--- src/rtl/nssd_pkg.sv ---
`timescale 1ns / 1ps

package nssd_pkg;

    localparam int LEN_BITS_DEFAULT = 16;

    localparam int HEADER_BYTES = 8;
    localparam int HDR_POS_BITS = 3;
    localparam logic [HDR_POS_BITS-1:0] HDR_ROT_POS = 3'd3;
    localparam logic [HDR_POS_BITS-1:0] HDR_LEN_POS = 3'd4;
    localparam logic [HDR_POS_BITS-1:0] HDR_LAST_POS = 3'(HEADER_BYTES - 1);

    localparam logic [1:0] GRP_LAST_IDX = 2'd3;

    localparam logic [7:0] ROT_MASK = 8'h30;
    localparam logic [7:0] LO_NIB = 8'h0F;
    localparam logic [7:0] HI_NIB = 8'hF0;

    localparam logic KIND_CHAR = 1'b0;
    localparam logic KIND_TRAILER = 1'b1;

    localparam int OUT_TDATA_BITS = 16;

    typedef logic [7:0] t_byte;

endpackage

--- src/rtl/nibble_scramble_string_decoder.sv ---
`timescale 1ns / 1ps
// Channel   Dir  tdata                          tuser      tlast
// s_axis    in   [7:0] data_byte                -          -
// m_axis    out  [7:0] char_value, [8] check_ok [0] kind   last
//
// One byte per cycle sustained while the output is not stalled; each accepted byte
// is held in the input register, then any result it yields goes to the result register.
// Reset (synchronous, i_rst_n low) returns to the start of a frame.
// A stalled result holds the output register; the input register keeps
// accepting until both stages are full.

module nibble_scramble_string_decoder #(
    parameter int LEN_BITS = nssd_pkg::LEN_BITS_DEFAULT
) (
    input  logic                                i_clk,
    input  logic                                i_rst_n,
    input  logic                                i_s_axis_tvalid,
    output logic                                o_s_axis_tready,
    input  logic [7:0]                          i_s_axis_tdata,  // [7:0] data_byte
    output logic                                o_m_axis_tvalid,
    input  logic                                i_m_axis_tready,
    output logic [nssd_pkg::OUT_TDATA_BITS-1:0] o_m_axis_tdata,  // [7:0] char_value, [8] check_ok
    output logic                                o_m_axis_tuser,  // [0] kind
    output logic                                o_m_axis_tlast
);

    logic                 r_in_valid;
    nssd_pkg::t_byte      r_in_byte;

    logic                 r_in_hdr, n_in_hdr;
    logic [nssd_pkg::HDR_POS_BITS-1:0] r_hdr_pos, n_hdr_pos;
    logic [1:0]           r_grp_idx, n_grp_idx;
    logic [LEN_BITS-1:0]  r_count, n_count;
    logic [1:0]           r_rot, n_rot;
    nssd_pkg::t_byte      r_grp0, r_grp1, r_grp2;

    logic                 r_out_valid;
    logic                 r_out_kind;
    nssd_pkg::t_byte      r_out_char;
    logic                 r_out_ok;
    logic                 r_out_last;

    logic                 out_free;
    logic                 advance;
    logic                 emit;
    logic                 is_trailer;
    logic [LEN_BITS+3:0]  len_shift;
    nssd_pkg::t_byte      dec_char;
    logic [1:0]           byte_rot;

    assign out_free        = !r_out_valid || i_m_axis_tready;
    assign advance         = r_in_valid && out_free;
    assign o_s_axis_tready = !r_in_valid || out_free;

    assign len_shift = {r_count, r_in_byte[3:0]};
    assign byte_rot  = 2'((r_in_byte & nssd_pkg::ROT_MASK) >> 4);
    assign emit       = !r_in_hdr && (r_grp_idx == nssd_pkg::GRP_LAST_IDX);
    assign is_trailer = emit && (r_count == '0);

    nssd_char_mux u_char_mux (
        .i_grp0 (r_grp0),
        .i_grp1 (r_grp1),
        .i_grp2 (r_grp2),
        .i_cur  (r_in_byte),
        .i_rot  (r_rot),
        .o_char (dec_char)
    );

    always_comb begin
        n_in_hdr  = r_in_hdr;
        n_hdr_pos = r_hdr_pos;
        n_grp_idx = r_grp_idx;
        n_count   = r_count;
        n_rot     = r_rot;
        if (r_in_hdr) begin
            n_hdr_pos = r_hdr_pos + 1'b1;
            if (r_hdr_pos == nssd_pkg::HDR_ROT_POS) begin
                n_rot = byte_rot;
            end else if (r_hdr_pos >= nssd_pkg::HDR_LEN_POS) begin
                n_count = len_shift[LEN_BITS-1:0];
            end
            if (r_hdr_pos == nssd_pkg::HDR_LAST_POS) begin
                n_in_hdr  = 1'b0;
                n_grp_idx = '0;
            end
        end else if (!emit) begin
            n_grp_idx = r_grp_idx + 1'b1;
        end else if (!is_trailer) begin
            n_grp_idx = '0;
            n_rot     = r_rot + 1'b1;
            n_count   = r_count - 1'b1;
        end else begin
            n_in_hdr  = 1'b1;
            n_hdr_pos = '0;
            n_grp_idx = '0;
            n_count   = '0;
            n_rot     = '0;
        end
    end

    always_ff @(posedge i_clk) begin
        if (!i_rst_n) begin
            r_in_valid  <= 1'b0;
            r_in_hdr    <= 1'b1;
            r_hdr_pos   <= '0;
            r_grp_idx   <= '0;
            r_count     <= '0;
            r_rot       <= '0;
            r_out_valid <= 1'b0;
        end else begin
            if (o_s_axis_tready) begin
                r_in_valid <= i_s_axis_tvalid;
            end
            if (advance) begin
                r_in_hdr    <= n_in_hdr;
                r_hdr_pos   <= n_hdr_pos;
                r_grp_idx   <= n_grp_idx;
                r_count     <= n_count;
                r_rot       <= n_rot;
                r_out_valid <= emit;
            end else if (i_m_axis_tready) begin
                r_out_valid <= 1'b0;
            end
        end
    end

    always_ff @(posedge i_clk) begin
        if (o_s_axis_tready && i_s_axis_tvalid) begin
            r_in_byte <= i_s_axis_tdata;
        end
        if (advance && !r_in_hdr) begin
            case (r_grp_idx)
                2'd0:    r_grp0 <= r_in_byte;
                2'd1:    r_grp1 <= r_in_byte;
                2'd2:    r_grp2 <= r_in_byte;
                default: ;
            endcase
        end
        if (advance && emit) begin
            r_out_kind <= is_trailer ? nssd_pkg::KIND_TRAILER : nssd_pkg::KIND_CHAR;
            r_out_char <= is_trailer ? 8'h00 : dec_char;
            r_out_ok   <= is_trailer && (byte_rot == r_rot);
            r_out_last <= is_trailer;
        end
    end

    assign o_m_axis_tvalid = r_out_valid;
    assign o_m_axis_tdata  = {{(nssd_pkg::OUT_TDATA_BITS - 9){1'b0}}, r_out_ok, r_out_char};
    assign o_m_axis_tuser  = r_out_kind;
    assign o_m_axis_tlast  = r_out_last;

    // trailer result carries no character and always closes the frame
    a_trailer_form: assert property (@(posedge i_clk) disable iff (!i_rst_n)
        (o_m_axis_tvalid && o_m_axis_tuser == nssd_pkg::KIND_TRAILER)
        |-> (o_m_axis_tlast && o_m_axis_tdata[7:0] == 8'h00))
        else $error("trailer result malformed");

    // characters never carry last or check_ok
    a_char_form: assert property (@(posedge i_clk) disable iff (!i_rst_n)
        (o_m_axis_tvalid && o_m_axis_tuser == nssd_pkg::KIND_CHAR)
        |-> (!o_m_axis_tlast && !o_m_axis_tdata[8]))
        else $error("character result malformed");

    // a trailer returns the decoder to the start of a frame
    a_frame_restart: assert property (@(posedge i_clk) disable iff (!i_rst_n)
        (advance && is_trailer)
        |=> (r_in_hdr && r_hdr_pos == '0 && r_count == '0 && r_rot == '0))
        else $error("frame state not cleared after trailer");

    // a pending result is never overwritten while stalled
    a_no_overrun: assert property (@(posedge i_clk) disable iff (!i_rst_n)
        (r_out_valid && !i_m_axis_tready) |-> !advance)
        else $error("result register overrun");

endmodule

--- src/rtl/nssd_char_mux.sv ---
`timescale 1ns / 1ps

module nssd_char_mux (
    input  nssd_pkg::t_byte i_grp0,
    input  nssd_pkg::t_byte i_grp1,
    input  nssd_pkg::t_byte i_grp2,
    input  nssd_pkg::t_byte i_cur,
    input  logic [1:0]      i_rot,
    output nssd_pkg::t_byte o_char
);

    nssd_pkg::t_byte lo_src;
    nssd_pkg::t_byte hi_src;

    // low nibble from byte 3-rot, high nibble from byte 3-((rot+2) mod 4)
    always_comb begin
        case (i_rot)
            2'd0: begin
                lo_src = i_cur;
                hi_src = i_grp1;
            end
            2'd1: begin
                lo_src = i_grp2;
                hi_src = i_grp0;
            end
            2'd2: begin
                lo_src = i_grp1;
                hi_src = i_cur;
            end
            default: begin
                lo_src = i_grp0;
                hi_src = i_grp2;
            end
        endcase
    end

    assign o_char = (lo_src & nssd_pkg::LO_NIB) | (hi_src & nssd_pkg::HI_NIB);

endmodule

--- config.mk ---
export PLATFORM = sky130hd
export DESIGN_NAME = nibble_scramble_string_decoder
export DESIGN_NICKNAME = d
export VERILOG_FILES = /design/src/rtl/nssd_pkg.sv /design/src/rtl/nibble_scramble_string_decoder.sv /design/src/rtl/nssd_char_mux.sv
export SDC_FILE = /design/constraint.sdc
export NUM_CORES = 1
export LEC_CHECK = 0
export BUFFER_PORTS_ARGS = -buffer_cell sky130_fd_sc_hd__buf_2
export CAP_MARGIN = 10
export CORE_UTILIZATION = 50
export CTS_BUF_LIST = sky130_fd_sc_hd__clkbuf_4
export DETAILED_ROUTE_END_ITERATION = 7
export PLACE_DENSITY = 0.69
export SETUP_SLACK_MARGIN = 0.3
export SYNTH_ARGS = -nofsm -noshare
export SYNTH_HDL_FRONTEND = slang
export SYNTH_SLANG_ARGS = --single-unit
--- constraint.sdc ---
create_clock -name i_clk -period 6.7 [get_ports i_clk]
set_clock_uncertainty 0.15 [all_clocks]
set_input_delay 0.67 -clock i_clk [delete_from_list [all_inputs] [get_ports i_clk]]
set_output_delay 0.67 -clock i_clk [all_outputs]
set_load 0.1 [all_outputs]
== After elaboration in Yosys (flattened, before gate mapping) ==
Index checks and enable logic that the tools add are counted.
Word-level totals
  word-level logic and storage cells: 81
  register bits: 69
  input bits: 12
  output and inout port bits: 20
Operators by class
  $add $sub $neg: 4
  equality and inequality tests: 12
  reductions and logical operators: 25
  mux-type cells: 23
  bitwise gates (word level): 1
  order comparisons: 1
Operator list (count)
  2-to-1 mux 16 bit: 5
  case mux 8 bit (3 select lines): 1
  logical NOT 16 bit: 1
  subtractor 16 x 1 -> 16 bit, second input constant: 1
  2-to-1 mux 2 bit: 7
  case mux 4 bit (3 select lines): 1
  2-to-1 mux 3 bit: 3
  bitwise OR 4 x 8 -> 8 bit: 1
  AND reduction 2 bit: 4
  logical AND 1 bit: 7
  == test 2 bit, second input constant: 3
  2-to-1 mux 1 bit: 6
  != test 2 x 1 -> 1 bit, second input constant: 3
  AND reduction 3 bit: 2
  nonzero test 2 bit: 3
  adder 2 x 1 -> 2 bit, second input constant: 2
  == test 2 x 1 -> 1 bit, second input constant: 2
  logical NOT 2 bit: 2
  AND reduction 4 bit: 1
  adder 3 x 1 -> 3 bit, second input constant: 1
  == test 3 x 2 -> 1 bit, second input constant: 1
  == test 3 bit, second input constant: 1
  >= comparator 3 bit, second input constant: 1
  logical NOT 1 bit: 3
  other kinds (3): 4

== Logic depth before layout (Yosys ltp) ==
Gate-level depths: netlist (run 1).
  word-level depth: 6
  gate-level depth with buffers: 9
  mapped depth without buffers: 7

== By module ==
Synthesis (run 1) repeated with hierarchy kept, for this count alone.
Unflattened totals
  cells, all modules: 275
  area, all modules: 3199.3 um^2
Modules (own cells, without submodules)
  nibble_scramble_string_decoder: times used 1, area each 3002.9 um^2, cells each 265, seq. area each 1781.7 um^2
  nssd_char_mux: times used 1, area each 196.4 um^2, cells each 10, seq. area each 0.0 um^2

== Least setup slack after synthesis (run 1) ==
No wires, ideal clock.
  path kind: register to register
  from: register r_out_valid (netlist: o_m_axis_tvalid)
  to: register r_in_byte[0] (enable)
  setup slack: 3.794 ns
  data arrival time: 2.477 ns
  required time: 6.271 ns
  period minus slack after synthesis: 2.906 ns
  setup time: 0.279 ns
  path buffers: 1
  stages on the path, launching flop included: 5
  path through: dfxtp_1 nor2b_1 clkbuf_1 nand2_1 and2_1
Between the ends
  longest elaborated chain between the ends: 4
RTL lines
  start, declared: line nibble_scramble_string_decoder.sv:37  | logic r_out_valid;
  start signal, assigned: line nibble_scramble_string_decoder.sv:120  | r_out_valid <= emit;
  logical NOT 1 bit: line nibble_scramble_string_decoder.sv:51  | assign out_free = !r_out_valid || i_m_axis_tready;
  logical OR 1 bit: line nibble_scramble_string_decoder.sv:51
  logical OR 1 bit: line nibble_scramble_string_decoder.sv:53  | assign o_s_axis_tready = !r_in_valid || out_free;
  named net o_s_axis_tready: line nibble_scramble_string_decoder.sv:18  | output logic o_s_axis_tready,
  logical AND 1 bit: line nibble_scramble_string_decoder.sv:128  | if (o_s_axis_tready && i_s_axis_tvalid) begin
  end signal, assigned: line nibble_scramble_string_decoder.sv:129  | r_in_byte <= i_s_axis_tdata;
  end, declared: line nibble_scramble_string_decoder.sv:28  | nssd_pkg::t_byte r_in_byte;
The timed path passes the listed nets, and every way through them passes these cells.
A chain may end at the register's enable or synchronous reset.

== Worst setup path in the final report (run 1) ==
  from: register r_grp_idx[0]
  to: register r_count[9]
Between the ends
  longest elaborated chain between the ends: 6
  elaborated cells between the ends (all ways): 8
  those cells by class: eq/ne (1); mux (3); reduce/logical (4)
RTL lines
  start, declared: line nibble_scramble_string_decoder.sv:32  | logic [1:0] r_grp_idx, n_grp_idx;
  start signal, assigned: line nibble_scramble_string_decoder.sv:117  | r_grp_idx <= n_grp_idx;
  == test 2 bit (*): line nibble_scramble_string_decoder.sv:57  | assign emit = !r_in_hdr && (r_grp_idx == nssd_pkg::GRP_LAST_IDX);
  logical AND 1 bit (*): line nibble_scramble_string_decoder.sv:57
  logical AND 1 bit: line nibble_scramble_string_decoder.sv:58  | assign is_trailer = emit && (r_count == '0);
  2-to-1 mux 16 bit: line nibble_scramble_string_decoder.sv:88  | end else if (!is_trailer) begin
  2-to-1 mux 16 bit: line nibble_scramble_string_decoder.sv:86  | end else if (!emit) begin
  2-to-1 mux 16 bit: line nibble_scramble_string_decoder.sv:75  | if (r_in_hdr) begin
  end signal, assigned: line nibble_scramble_string_decoder.sv:118  | r_count <= n_count;
  end, declared: line nibble_scramble_string_decoder.sv:33  | logic [LEN_BITS-1:0] r_count, n_count;
Every way passes the cells marked *; elsewhere a longest branch is shown, timed or not. The select of a mux whose other input is x is not followed.

==> results of run 1 <==
registers in the layout (all words and copies together) (netlist names), 2 cells and up:
signal and count:
r_hdr_pos 3, r_rot 2, r_grp0 8, r_out_char 8, r_in_byte 8, r_grp1 8
r_count 16, r_grp2 8, r_grp_idx 2
synth_stat cells (2+ instances only):
cell type	number	area share
nor4_1	8	0.015
dfxtp_1	26	0.16
a32oi_1	3	0.0081
clkbuf_1	14	0.016
a22oi_1	2	0.0046
nand2_1	16	0.018
nand4_1	2	0.0038
nand3_1	8	0.012
a222oi_1	10	0.031
a31oi_1	11	0.021
o21ai_0	20	0.031
buf_4	10	0.023
nor2b_1	2	0.0038
nor3_1	10	0.015
edfxtp_1	42	0.39
and3_1	6	0.012
or3_1	3	0.0058
a21oi_1	22	0.034
or4_1	4	0.0092
and2_1	2	0.0038
o21a_1	2	0.0046
inv_1	11	0.013
o31ai_1	2	0.0046
ha_1	12	0.046
nor2_1	31	0.036
buf_2	6	0.0092
xnor2_1	2	0.0054
nand2b_1	3	0.0058
layout by cell type, fill, tap and decap left out, types with 3 or more instances in the layout:
| cell type | instances |
|---|---|
| edfxtp_1 | 42 |
| nand3_1 | 8 |
| buf_2 | 24 |
| nor4_1 | 8 |
| nor3_1 | 10 |
| conb_1 | 7 |
| nand2b_1 | 3 |
| nand2_1 | 16 |
| clkbuf_4 | 10 |
| inv_1 | 11 |
| or3_1 | 3 |
| a31oi_1 | 11 |
| and3_1 | 6 |
| a32oi_1 | 3 |
| bufinv_16 | 3 |
| a222oi_1 | 10 |
| or4_1 | 4 |
| dfxtp_1 | 26 |
| ha_1 | 12 |
| o21ai_0 | 20 |
| nor2_1 | 31 |
| a21oi_1 | 22 |
routing by layer:
| layer | vias to the layer above | part of all wire | GRT usage |
|---|---|---|---|
| met2 | 98 | 0.48 | 0.329 |
| li1 | 1180 | - | - |
| met3 | 13 | 0.060 | 0.0473 |
| met4 | 0 | 0.024 | 0.117 |
| met1 | 1167 | 0.44 | 0.279 |
| met5 | - | 0 | 0 |
cell families after synthesis:
logic type / share of synthesized area
simple gates: 0.162
compound gates: 0.164
flops: 0.548
buf+inv: 0.0673
fa+ha+maj: 0.0462
xor+xnor: 0.00539
mux: 0.00654
other cells: 0.00115
final cells by class:
type                       count  area [um2]
clock buffer                  10        75.1
clock inverter                 6         113
fill                         561        2800
inverter                      12        45.0
multi-input combinational    206        1270
sequential                    68        1780
tap                           77        96.3
timing repair buffer          25         128
metrics by stage:
step	power, W	worst slack [ns]	cells	hold WS (ns)	instance area, um2
floorplan	0.000496	3.79	318	0.288	3280
global placement	0.000501	4.13	388	0.305	3330
detailed placement	0.000501	4.07	388	0.317	3330
CTS	0.000839	4.12	404	0.257	3510
global route	0.000860	3.94	404	0.250	3510
finish	0.000833	4.11	404	0.272	3510
report_power, final:
part	switching (W)	leakage [nW]	internal, W
Combinational	0.0000280	0.581	0.00000818
Clock	0.000147	0.101	0.000194
Sequential	0.00000591	0.594	0.000450
Total	0.000181	1.28	0.000652
how the worst max path moves through the flow:
stage                                  from                       to  slack [ns]  cells past startpoint
3_5_place_dp                i_m_axis_tready  r_count[9]$_SDFFE_PN0P_        4.07                      6
5_1_grt           r_grp_idx[0]$_SDFFE_PN0P_  r_count[9]$_SDFFE_PN0P_        3.94                      6
3_3_place_gp                i_m_axis_tready  r_count[9]$_SDFFE_PN0P_        4.13                      6
4_1_cts           r_grp_idx[0]$_SDFFE_PN0P_  r_count[9]$_SDFFE_PN0P_        4.12                      6
6_report          r_grp_idx[0]$_SDFFE_PN0P_  r_count[9]$_SDFFE_PN0P_        4.11                      6
2_1_floorplan  o_m_axis_tvalid$_SDFFE_PN0P_   r_in_byte[0]$_DFFE_PP_        3.79                      4
worst register-to-register path, stage by stage (launching register included):
cell and delay, ns:
dfxtp_1 0.42, ha_1 0.29, mux2i_1 0.15, or3_1 0.60, or4_1 0.57, a21o_1 0.17
a31oi_1 0.16
==> results.md, run 1 <==
- Hold WC Path Type: primary input to flip-flop
- Post-synth top flop: edfxtp_1
- Die X: ~83 um
- Drt total wl: between 6000 and 7000 um
- Reg-to-Reg Start: r_grp_idx[0]$_SDFFE_PN0P_
- Critical path class: flip-flop to flip-flop
- Max Slew Vio Count: 0
- Worst path required time: approximately 7 ns
- Area delta synth->final: 8.00%
- Arrival time at the worst endpoint: 2.77 ns
- Clock root cell: clkbuf_4
- Syn Std Cell Area: 0.00325 mm2
- Placer Congestion: 0.861
- Largest net degree at the start of global routing: 37
- Total of max-cap violations: 0
- CTS clk-pin slew, worst paths: 0.11 ns
- PwrDens: approximately 240 mW/mm2
- Resized cells post-CTS: 0
- Crit-path leading delay family: simple AND/OR/NAND/NOR gates
- Max VDD drop: between 100 and 150 uV
- Core box area: around 0.0063 mm2
- Final Hold Fails: 0
- Reg2Reg Capture Point: r_count[9]$_SDFFE_PN0P_
- Die Y-Extent: 82.7 um
- Drt pass-1 iters: 5
- I/O Pins: 32
- Die ar.: slightly below 0.007 mm2
- Overflow left after global routing: 0
- Slew @ Worst Pin: ~1.1 ns
- Synth warnings: 0
- Total track usage: 0.214
- Min-delay src: i_s_axis_tdata[6]
- Share of layout cells above drive strength 1: 0.147
- CTS Sinks: between 60 and 70
- Vias per inst: roughly 6.1
- N_diodes: 0
- TritonCTS clock tree: built
- First-pass GRT wire length: about 11000 um
- Tcrit/Tclk final: 0.386
- Postcts setup bufs: 0
- Clock buffer depth: 2
- Flops & latches, synth: 68
- Min-Delay Path Depth: 1
- Clock Latency Late Sink: ~0.42 ns
- DR iter-0 viols: roughly 210
- ANT nets after route: 0
- Port Buffers: 24
- Crit-path cells: ha_1 -> mux2i_1 -> or3_1 -> or4_1 -> a21o_1 -> a31oi_1
- Crit path time final: approximately 2.6 ns
- EDFF count, synth: between 40 and 50
- Inserted Clock Buffers: 9
- Post-DP HPWL: roughly 4400 um
- Headroom to the max-slew limit: 0.262
- Setup Total Neg Slack: 0 ns
- CP max FO: 20
- Avg WL per Cell: roughly 17 um
- Final #Nets: between 300 and 400
- Async S/R FF share, synth: 0
- P_leak: 1.28 nW
- Worst Hold End: r_in_byte[6]$_DFFE_PP_
- Sequential share of the synthesized area: 0.548
- RSZ-0062 raised after global routing: no
- Starting Density: 0.515
- Final setup fails: 0
- Critical path buffers and inverters: 0
- Mapped Avg Cell Area: around 10 um2
- Crit. End Element: flip-flop
- Hold buffers post-CTS: 0
- DRC viols: 0
- Slowest-stage cell, CP: or3_1
- R2r worst-path depth: 6
- Number of global-route vias before repair: around 2200
- R2r setup slk: just over 4 ns
- Rows: 29
- H-tree Lvls: 3
- Status: completed
- CP max stage delay: approximately 0.60 ns
- CP startpoint kind: flip-flop
- Yosys cell types: 50
- Vias: approximately 2500
- Maximum clock rate: roughly 390 MHz
- Initial antenna violation count: 0
- Cell count after synthesis: 312
- Fin util: 0.556
(Power assumes the default switching activity.)
==> run 2, diff against run 1 <==
- clock period: 6.7 -> 2.6 ns (I/O delays scaled with it)
==> results.md, run 2 (synthesis gave the netlist of run 1 again) <==
- Max VDD drop: 282 uV
- Maximum clock rate: around 450 MHz
- Commonest non-fill, non-tap cells in the layout: edfxtp_1, nor2_1, buf_2
- DR iter-0 viols: 180
- Met3 Resource Use GR: 0.0429
- Post-DP HPWL: ~4400 um
- Placer Congestion: 0.891
- Max reg flops: 16
- Crit-path cells: or4_4 -> nor4_4 -> a21oi_4 -> a221oi_1 -> a211oi_1
- Share of layout cells above drive strength 1: 0.182
- Drt pass-1 iters: 6
- Overflow left after global routing: 0
- RSZ-0062 raised after global routing: yes
- Final #Nets: 360
- CTS Sinks: 68
- Core box area: ~0.0063 mm2
- Final Hold Fails: 0
- Setup Total Neg Slack: 0 ns
- Worst path required time: between 2 and 3 ns
- ANT nets after route: 0
- Vias: around 2500
- PwrDens: ~570 mW/mm2
- Area delta synth->final: 12.2%
- Die ar.: between 0.006 and 0.007 mm2
- N_diodes: 0
- Rows: 29
- Inserted Clock Buffers: 9
- Hold WC Path Type: primary input to flip-flop
- Starting Density: 0.515
- Clock Latency Late Sink: 0.40 ns
- Grt peak-use layer: met2
- H-tree Lvls: 3
- Avg WL per Cell: around 17 um
- Port Buffers: 24
- Total track usage: 0.222
- Clock buffer depth: 2
- Drt total wl: 6950 um
- Crit. End Element: flip-flop
- TritonCTS clock tree: built
- CP max FO: 11
- Hold slack: 0.0634 ns
- Critical path buffers and inverters: 0
- CTS clk-pin slew, worst paths: 0.11 ns
- I/O Pins: 32
- Top reg by flops: r_count
- Critical path class: flip-flop to flip-flop
- Crit path time final: between 2 and 2.5 ns
- Max Slew Vio Count: 0
- Met1 usage in global routing: 0.297
- Slowest-stage cell, CP: or4_4
- Clock root cell: clkbuf_4
- Total of max-cap violations: 0
- Most common library cell in the layout ignoring fill and taps: edfxtp_1
- GR Util met2: 0.330
- Initial antenna violation count: 0
- Arrival time at the worst endpoint: about 2.3 ns
- Die Y-Extent: a little over 80 um
- Final setup fails: 0
- Crit-path leading delay family: simple AND/OR/NAND/NOR gates
- Status: completed
- First-pass GRT wire length: 10900 um
- Tcrit/Tclk final: 0.853
- Headroom to the max-slew limit: 0.398
- Slew @ Worst Pin: between 0.8 and 0.9 ns
- Vias per inst: roughly 6
- CP startpoint kind: flip-flop
- Die X: ~83 um
- P_leak: between 1 and 1.5 nW
- CP max stage delay: 0.58 ns
- Number of global-route vias before repair: between 2000 and 2500
- Largest net degree at the start of global routing: 21
- DRC viols: 0
## run 2: changes by cell type in the layout (fill, tap and decap cells not counted), sizes merged
cell	change
buf	+5
bufinv	-1
clkbuf	+1
dlygate4sd3	+9
## run 2: report_power, final
| part | leakage, nW | internal (W) | total (W) | switching, W |
|---|---|---|---|---|
| Sequential | 0.597 | 0.00116 | 0.00117 | 0.0000162 |
| Clock | 0.0885 | 0.000409 | 0.000781 | 0.000372 |
| Combinational | 0.647 | 0.0000309 | 0.000106 | 0.0000747 |
## run 2: tightest hold or removal path: cells and delay by family
family | cells | cell delay [ns]
buffers and inverters | 1 | 0.18
AOI/OAI and AO/OA | 2 | 0.14
## run 2: final timing paths
| kind | from | end | slack, ns | cells past startpoint |
|---|---|---|---|---|
| setup / recovery | r_count[11]$_SDFFE_PN0P_ | r_count[0]$_SDFFE_PN0P_ | 0.38 | 5 |
| hold reg to reg | r_hdr_pos[0]$_SDFFE_PN0P_ | r_hdr_pos[0]$_SDFFE_PN0P_ | 0.33 | 1 |
| hold / removal | i_rst_n | r_count[1]$_SDFFE_PN0P_ | 0.06 | 3 |
| setup reg to reg | r_count[11]$_SDFFE_PN0P_ | r_count[0]$_SDFFE_PN0P_ | 0.38 | 5 |
## run 2: final cells by class
cell class	instances	area [um2]
well taps	77	96.3
fillers	560	2670
clock inverters	5	77.6
repair buffers	39	255
inverters	12	45.0
multi-input cells	206	1300
clock buffers	11	82.6
flip-flops and latches	68	1790
## run 2: repair_timing
action,in CTS,in global routing
endpoints found under the setup margin,7,29
setup buffers,0,0
endpoints found under the hold margin,9,0
gates cloned,0,0
gates resized for setup,1,10
hold buffers,9,0
## run 2: metal layers
layer / wire [um] / up-vias
met5: 0 / -
met3: 387 / 16
met4: 197 / 0
li1: - / 1205
met2: 3250 / 102
met1: 3120 / 1178
## run 2: through the flow
stage               std cells   util  setup slack (ns)  power (W)  instance area, um2
floorplan                 318      -             0.330    0.00128                3280
global placement          393  0.533             0.351    0.00129                3370
detailed placement        393  0.533             0.292    0.00129                3370
CTS                       418  0.573             0.312    0.00207                3620
global route              418  0.578             0.285    0.00213                3650
finish                    418  0.578             0.381    0.00206                3650
